===== config.mk =====
export PLATFORM = sky130hd
export DESIGN_NAME = multilevel_priority_ready_queue
export DESIGN_NICKNAME = d
export VERILOG_FILES = /design/src/hdl/mpq_pkg.sv /design/src/hdl/multilevel_priority_ready_queue.sv
export SDC_FILE = /design/constraint.sdc
export NUM_CORES = 2
export LEC_CHECK = 0
export BUFFER_PORTS_ARGS = -buffer_cell sky130_fd_sc_hd__buf_2
export CORE_MARGIN = 2
export CORE_UTILIZATION = 40
export DETAILED_ROUTE_END_ITERATION = 10
export PLACE_DENSITY = 0.55
export SYNTH_ARGS = -nofsm -noshare
export SYNTH_HDL_FRONTEND = slang
export SYNTH_SLANG_ARGS = --single-unit

===== constraint.sdc =====
create_clock -name clock -period 10.8 [get_ports clock]
set_clock_uncertainty 0.2 [all_clocks]
set_input_delay 3.24 -clock clock [delete_from_list [all_inputs] [get_ports clock]]
set_output_delay 3.24 -clock clock [all_outputs]
set_load 0.05 [all_outputs]

===== src/hdl/mpq_pkg.sv =====
// mpq_pkg: shared types and constants of the multilevel priority ready queue
// depends on nothing
`timescale 1ns / 1ps
`default_nettype none
package mpq_pkg;
   localparam int NumLevelsDefault = 32;
   localparam int NumItemsDefault  = 64;

   typedef enum logic [1:0] {
      KIND_ENQ   = 2'd0,
      KIND_REM   = 2'd1,
      KIND_QUERY = 2'd2,
      KIND_OTHER = 2'd3
   } kind_type;

   typedef enum logic [1:0] {
      ST_DONE     = 2'd0,
      ST_QUEUED   = 2'd1,
      ST_NOTQUEUE = 2'd2,
      ST_UNUSED   = 2'd3
   } status_type;
endpackage
`default_nettype wire


===== src/hdl/multilevel_priority_ready_queue.sv =====
// multilevel_priority_ready_queue: top level, one fifo list of ids per level
// depends on mpq_pkg
//
// Each request item goes from acceptance to a result held in the output
// register. The accepting edge also reads the item's level entry. The
// next edges read the item's links and its level's head and tail, write
// back, and read the head of the most urgent level. The last edge registers
// the result. One item is in flight at a time, so a new item is taken only
// once the last one's result is registered and any output stall has cleared.
// The link and level memories are single-write synchronous arrays; valid
// bits live in flip-flops. No clearing pass is needed.
`timescale 1ns / 1ps
`default_nettype none
module multilevel_priority_ready_queue #(
   parameter int NUM_LEVELS = mpq_pkg::NumLevelsDefault,
   parameter int NUM_ITEMS  = mpq_pkg::NumItemsDefault
) (
   input  wire logic        clock,
   input  wire logic        reset,
   input  wire logic        req_tvalid,
   output logic             req_tready,
   input  wire logic [15:0] req_tdata,   // kind[1:0], item_id[7:2], priority_req[12:8]
   output logic             rsp_tvalid,
   input  wire logic        rsp_tready,
   output logic [23:0]      rsp_tdata    // status, top_valid, top_item, level_count,
                                         // total_count
);
   import mpq_pkg::*;

   localparam int IW = (NUM_ITEMS > 1) ? $clog2(NUM_ITEMS) : 1;
   localparam int LW = (NUM_LEVELS > 1) ? $clog2(NUM_LEVELS) : 1;
   localparam int CW = $clog2(NUM_ITEMS + 1);

   typedef enum logic [4:0] {
      S_IDLE  = 5'b00001,
      S_READ  = 5'b00010,
      S_WRITE = 5'b00100,
      S_TOP   = 5'b01000,
      S_OUT   = 5'b10000
   } state_type;

   state_type state_ff, state_in;

   // per-item memories
   logic [IW-1:0] next_mem [NUM_ITEMS];
   logic [IW-1:0] prev_mem [NUM_ITEMS];
   logic [LW-1:0] lvl_mem  [NUM_ITEMS];
   logic [NUM_ITEMS-1:0] queued_ff;
   // per-level memories
   logic [IW-1:0] head_mem [NUM_LEVELS];
   logic [IW-1:0] tail_mem [NUM_LEVELS];
   logic [CW-1:0] cnt_ff   [NUM_LEVELS];
   logic [NUM_LEVELS-1:0] map_ff;
   logic [CW-1:0] total_ff;

   // request registers
   kind_type      kind_ff;
   logic [IW-1:0] id_ff;
   logic [LW-1:0] lvl_ff;
   logic [1:0]    stat_ff;

   // first stage read data
   logic [IW-1:0] rd_next_ff, rd_prev_ff;
   logic [LW-1:0] rd_lvl_ff;
   logic [IW-1:0] rd_head_ff, rd_tail_ff;
   logic [IW-1:0] top_rd_ff;

   logic          rv_ff;
   logic [23:0]   rd_ff;

   logic [IW-1:0] id_in;
   logic [LW-1:0] lvl_in;
   logic [7:0]    raw_id;
   logic [4:0]    raw_lvl;
   logic          take;

   assign raw_id  = {2'b00, req_tdata[7:2]};
   assign raw_lvl = req_tdata[12:8];
   always_comb begin
      id_in = IW'(32'(raw_id) % NUM_ITEMS);
      if (32'(raw_lvl) >= NUM_LEVELS) begin
         lvl_in = LW'(NUM_LEVELS - 1);
      end else begin
         lvl_in = LW'(raw_lvl);
      end
   end

   assign req_tready = (state_ff == S_IDLE) && (!rv_ff || rsp_tready);
   assign take       = req_tvalid && req_tready;
   assign rsp_tvalid = rv_ff;
   assign rsp_tdata  = rd_ff;

   // level of the item under removal, stable once read
   logic [LW-1:0] il;
   assign il = rd_lvl_ff;

   // priority encoder over the nonempty bitmap
   logic          any;
   logic [LW-1:0] best;
   always_comb begin
      any  = 1'b0;
      best = '0;
      for (int i = NUM_LEVELS - 1; i >= 0; i--) begin
         if (map_ff[i]) begin
            any  = 1'b1;
            best = LW'(i);
         end
      end
   end

   always_comb begin
      state_in = state_ff;
      case (state_ff)
         S_IDLE:  if (take) state_in = S_READ;
         S_READ:  state_in = S_WRITE;
         S_WRITE: state_in = S_TOP;
         S_TOP:   state_in = S_OUT;
         S_OUT:   state_in = S_IDLE;
         default: state_in = S_IDLE;
      endcase
   end

   always_ff @(posedge clock) begin
      if (reset) begin
         state_ff  <= S_IDLE;
         queued_ff <= '0;
         map_ff    <= '0;
         total_ff  <= '0;
         rv_ff     <= 1'b0;
         for (int i = 0; i < NUM_LEVELS; i++) begin
            cnt_ff[i] <= '0;
         end
      end else begin
         state_ff <= state_in;
         if (rv_ff && rsp_tready) begin
            rv_ff <= 1'b0;
         end
         if (take) begin
            kind_ff   <= kind_type'(req_tdata[1:0]);
            id_ff     <= id_in;
            lvl_ff    <= lvl_in;
            rd_lvl_ff <= lvl_mem[id_in];
         end
         if (state_ff == S_READ) begin
            // reads of item entry and levels
            rd_next_ff <= next_mem[id_ff];
            rd_prev_ff <= prev_mem[id_ff];
            stat_ff    <= ST_DONE;
            if (kind_ff == KIND_ENQ && queued_ff[id_ff]) begin
               stat_ff <= ST_QUEUED;
            end else if (kind_ff == KIND_REM && !queued_ff[id_ff]) begin
               stat_ff <= ST_NOTQUEUE;
            end
         end
         if (state_ff == S_WRITE) begin
            if (kind_ff == KIND_ENQ && stat_ff == ST_DONE) begin
               if (cnt_ff[lvl_ff] == '0) begin
                  head_mem[lvl_ff] <= id_ff;
               end else begin
                  next_mem[rd_tail_ff] <= id_ff;
                  prev_mem[id_ff]      <= rd_tail_ff;
               end
               tail_mem[lvl_ff]  <= id_ff;
               lvl_mem[id_ff]    <= lvl_ff;
               queued_ff[id_ff]  <= 1'b1;
               cnt_ff[lvl_ff]    <= cnt_ff[lvl_ff] + 1'b1;
               total_ff          <= total_ff + 1'b1;
               map_ff[lvl_ff]    <= 1'b1;
            end else if (kind_ff == KIND_REM && stat_ff == ST_DONE) begin
               if (rd_head_ff == id_ff) begin
                  head_mem[il] <= rd_next_ff;
               end else begin
                  next_mem[rd_prev_ff] <= rd_next_ff;
               end
               if (rd_tail_ff == id_ff) begin
                  tail_mem[il] <= rd_prev_ff;
               end else begin
                  prev_mem[rd_next_ff] <= rd_prev_ff;
               end
               queued_ff[id_ff] <= 1'b0;
               if (cnt_ff[il] != '0) begin
                  cnt_ff[il] <= cnt_ff[il] - 1'b1;
               end
               if (total_ff != '0) begin
                  total_ff <= total_ff - 1'b1;
               end
               if (cnt_ff[il] <= CW'(1)) begin
                  map_ff[il] <= 1'b0;
               end
            end
         end
         if (state_ff == S_OUT) begin
            rv_ff <= 1'b1;
            rd_ff <= {1'b0,
                      7'(total_ff > CW'(127) ? 127 : total_ff),
                      7'(cnt_ff[lvl_ff] > CW'(127) ? 127 : cnt_ff[lvl_ff]),
                      any ? 6'(top_rd_ff) : 6'd0,
                      any,
                      stat_ff};
         end
      end
   end

   // level entry reads: enqueue needs the tail of the named level, removal the
   // head and tail of the item's level (read on the accepting edge)
   logic [LW-1:0] lsel;
   assign lsel = (kind_ff == KIND_REM) ? rd_lvl_ff : lvl_ff;
   always_ff @(posedge clock) begin
      if (state_ff == S_READ) begin
         rd_head_ff <= head_mem[lsel];
         rd_tail_ff <= tail_mem[lsel];
      end
      // sampled at the end of the lookup cycle, after write back has settled
      top_rd_ff <= head_mem[best];
   end
endmodule
`default_nettype wire


==> metrics <==
total routed wirelength between 200 and 250 mm; initial DRC count 5277; Synth top area share 0.674; Comb pwr share 0.057; Max Fclk between 100 and 150 MHz; vias in the first global route 45600; antenna violations before repair 9; drt wl/cell 28.2 µm; initial cell density of the core 0.403; largest net degree at the start of global routing between 100 and 150; Clk pwr share 0.426; Die ar. between 0.2 and 0.25 mm²; switching share of power 0.222; DRC viols 0; Slew Viols, Final 0; total number of vias between 40000 and 50000; status finished, final reports clean; final hold vios 0; Pre-antenna DRT Iters 6; Syn Area/Cell ~16 µm²; CTS buffer count between 150 and 200; Critical Path Start Type input port; TNS Setup 0 ps; hold path depth 2; GR Overflow Total 0; htree depth 4; Clk pin slew, worst setup/hold paths roughly 50 ps; Die Y between 400 and 500 µm; final setup margin around 2600 ps; relative slew slack 0.156; Post-DP HPWL about 130 mm; Max-Cap Viols 0; die width approximately 450 µm; Worst-Skew Late Latency about 840 ps; Worst EP required 7360 ps; RSZ-0062 raised after global routing false; core outline area 0.195 mm²; ys flop type edfxtp_1; first-pass GRT wire length 320 mm; Synth cell types 83; final hold slack 277 ps; R2R depth 11; P_leak about 0.027 µW; Post-CTS Repair Setup Buffers 0; Synth Register Bits ~1900; crit end category primary output; largest area contributor in the netlist edfxtp_1; Setup Crit Path Kind input port to primary output; placed cell count between 7000 and 8000; NetSw approximately 3400 µW; Final setup viols 0; maximum root-to-sink buffer count 3; share of flip-flops with an asynchronous set or reset 0; Critical Path Fanout Max 2; num ports 46; Synth area leaders edfxtp_1 67%, mux4_2 8.7%, a22oi_1 3.4%; multi-input logic area 0.0218 mm²; Via density slightly below 6; Tot GR Track Use 0.219; number of flops mapped to enable cells by yosys approximately 1800; IO Port Bufs roughly 40; antenna violation net count after detailed routing 0; Final nets roughly 5100; Area Growth Syn to Fin 11.6%; synthesized cell area ~0.079 mm²; Rows around 160; share of post-route cells with drive strength above 1 0.158; sequential fraction of the synthesis area 0.704; fillcell total approximately 17000; Post-CTS Hold Fix Bufs 0; total power approximately 15000 µW; peak supply drop roughly 0.18 mV; CP arrival 4780 ps; cts repair resizes 0; Synth Instances ~5100; CTS tree built; final period utilization 0.762; Final Non-Filler Cells a little under 8000; sequential cell area 0.0553 mm²; pre-CTS WS between 2000 and 3000 ps; P_int roughly 12000 µW; Tightest Pin Transition 1240 ps; Tmin final between 8000 and 9000 ps; Reg power frac 0.517; PD cells ~180 mW/mm²; Num Clock Sinks 1883; syn nets between 5000 and 6000; RePlAce Congestion approximately 0.87; worst hold path class register to register; Root Buffer clkbuf_16; synth warn 0
==> flip-flops by register name, summed over array words and instances, names as in the netlist, named ones only <==
name / flops
next_mem: 384
prev_mem: 384
lvl_mem: 320
cnt_ff: 224
head_mem: 192
tail_mem: 192
map_ff: 32
rsp_tdata: 23
total_ff: 7
id_ff: 6
rd_head_ff: 6
rd_next_ff: 6
rd_prev_ff: 6
rd_tail_ff: 6
top_rd_ff: 6
il: 5
lvl_ff: 5
state_ff: 5
kind_ff: 2
stat_ff: 2
rsp_tvalid: 1
==> placed cells by master, fill, tap and decap left out, drive strengths merged, types with 13 or more instances in the layout <==
cell    instances
a21oi         181
a221oi         46
a22o           44
a22oi         355
a31oi          40
a41oi          44
and2           15
and3           22
buf           137
bufinv         16
clkbuf        263
clkinv         59
dfxtp         120
edfxtp       1763
inv            35
mux2           38
mux2i          89
mux4          315
nand2         296
nand2b         76
nand3         163
nand4          30
nor2          555
nor2b          34
nor3           80
nor4           29
o21ai         154
o22ai          15
o32ai          15
or2            16
xnor2          13
xor2           15
==> through the flow <==
| stage | utilization | cell area [µm²] |
|---|---|---|
| after floorplan | - | 78600 |
| after global routing | 0.450 | 87700 |
| final | 0.450 | 87700 |
| after detailed placement | 0.418 | 81500 |
| after global placement | 0.418 | 81500 |
| after CTS | 0.450 | 87700 |
==> power by group through the flow <==
stage | combinational [µW] | clock [µW] | sequential [µW]
3_3_place_gp | 876 | 0 | 8160
3_5_place_dp | 877 | 0 | 8160
4_1_cts | 880 | 6700 | 8010
6_report | 877 | 6600 | 8010
5_1_grt | 926 | 6990 | 8010
2_1_floorplan | 564 | 0 | 8150
==> worst paths after layout <==
| check | startpoint | endpoint | slack, ps |
|---|---|---|---|
| max | rsp_tready | req_tready | 2580 |
| min | register | register | 280 |
| max reg2reg | il[0] | cnt_ff[29][6] | 5090 |
| min reg2reg | register | register | 280 |
==> final cells by class <==
cell class / count / area share
diodes: 1 / 0.0000285
clock buffers: 263 / 0.0598
clock inverters: 89 / 0.0108
inverters: 25 / 0.00107
multi-input cells: 2801 / 0.249
flip-flops and latches: 1883 / 0.631
well taps: 2624 / 0.0374
repair buffers: 137 / 0.0111
==> cells in the mapped netlist (all sizes together), types with 6 or more instances <==
master and number:
and3 22, nor3 80, dfxtp 120, nand2b 76
mux4 315, xnor2 13, or4 6, buf 120
o22ai 15, a21o 6, o21a 6, a211oi 12
mux2i 89, or2 16, clkbuf 224, a41oi 44
or3 9, a21oi 181, inv 25, nand3b 8
edfxtp 1763, a22o 44, mux2 38, ha 9
o221ai 7, o21ai 154, o32ai 15, nand3 163
a31oi 40, and2 15, nor4 29, nand2 296
nand4 30, nor2 555, nor2b 34, xor2 15
a22oi 355, a221oi 46, a221o 12
==> worst max-delay path, cell delays in order <==
cell and delay (ps):
buf_2 70, nand2b_1 310, nand3b_1 130, nor4_2 630, buf_2 400
==> cell families (layout without fill, tap and decap cells) <==
logic type | count (synthesis) | count (layout) | share of synthesized area
compound gates | 970 | 970 | 0.0848
xor+xnor | 28 | 28 | 0.00312
simple gates | 1350 | 1350 | 0.0774
fa+ha+maj | 10 | 10 | 0.00169
flops | 1883 | 1883 | 0.704
other cells | 1 | 2 | 0.0000477
mux | 442 | 442 | 0.108
buf+inv | 370 | 514 | 0.0207
==> routing by layer <==
| layer | global-route usage | routed length [µm] | up-vias |
|---|---|---|---|
| met3 | 0.0314 | 15300 | 349 |
| met1 | 0.315 | 94900 | 24100 |
| met4 | 0.0731 | 7070 | 2 |
| met5 | 0 | 13 | - |
| li1 | - | - | 20100 |
| met2 | 0.341 | 103000 | 1863 |
No activity file was read; power rests on OpenSTA's default activity.
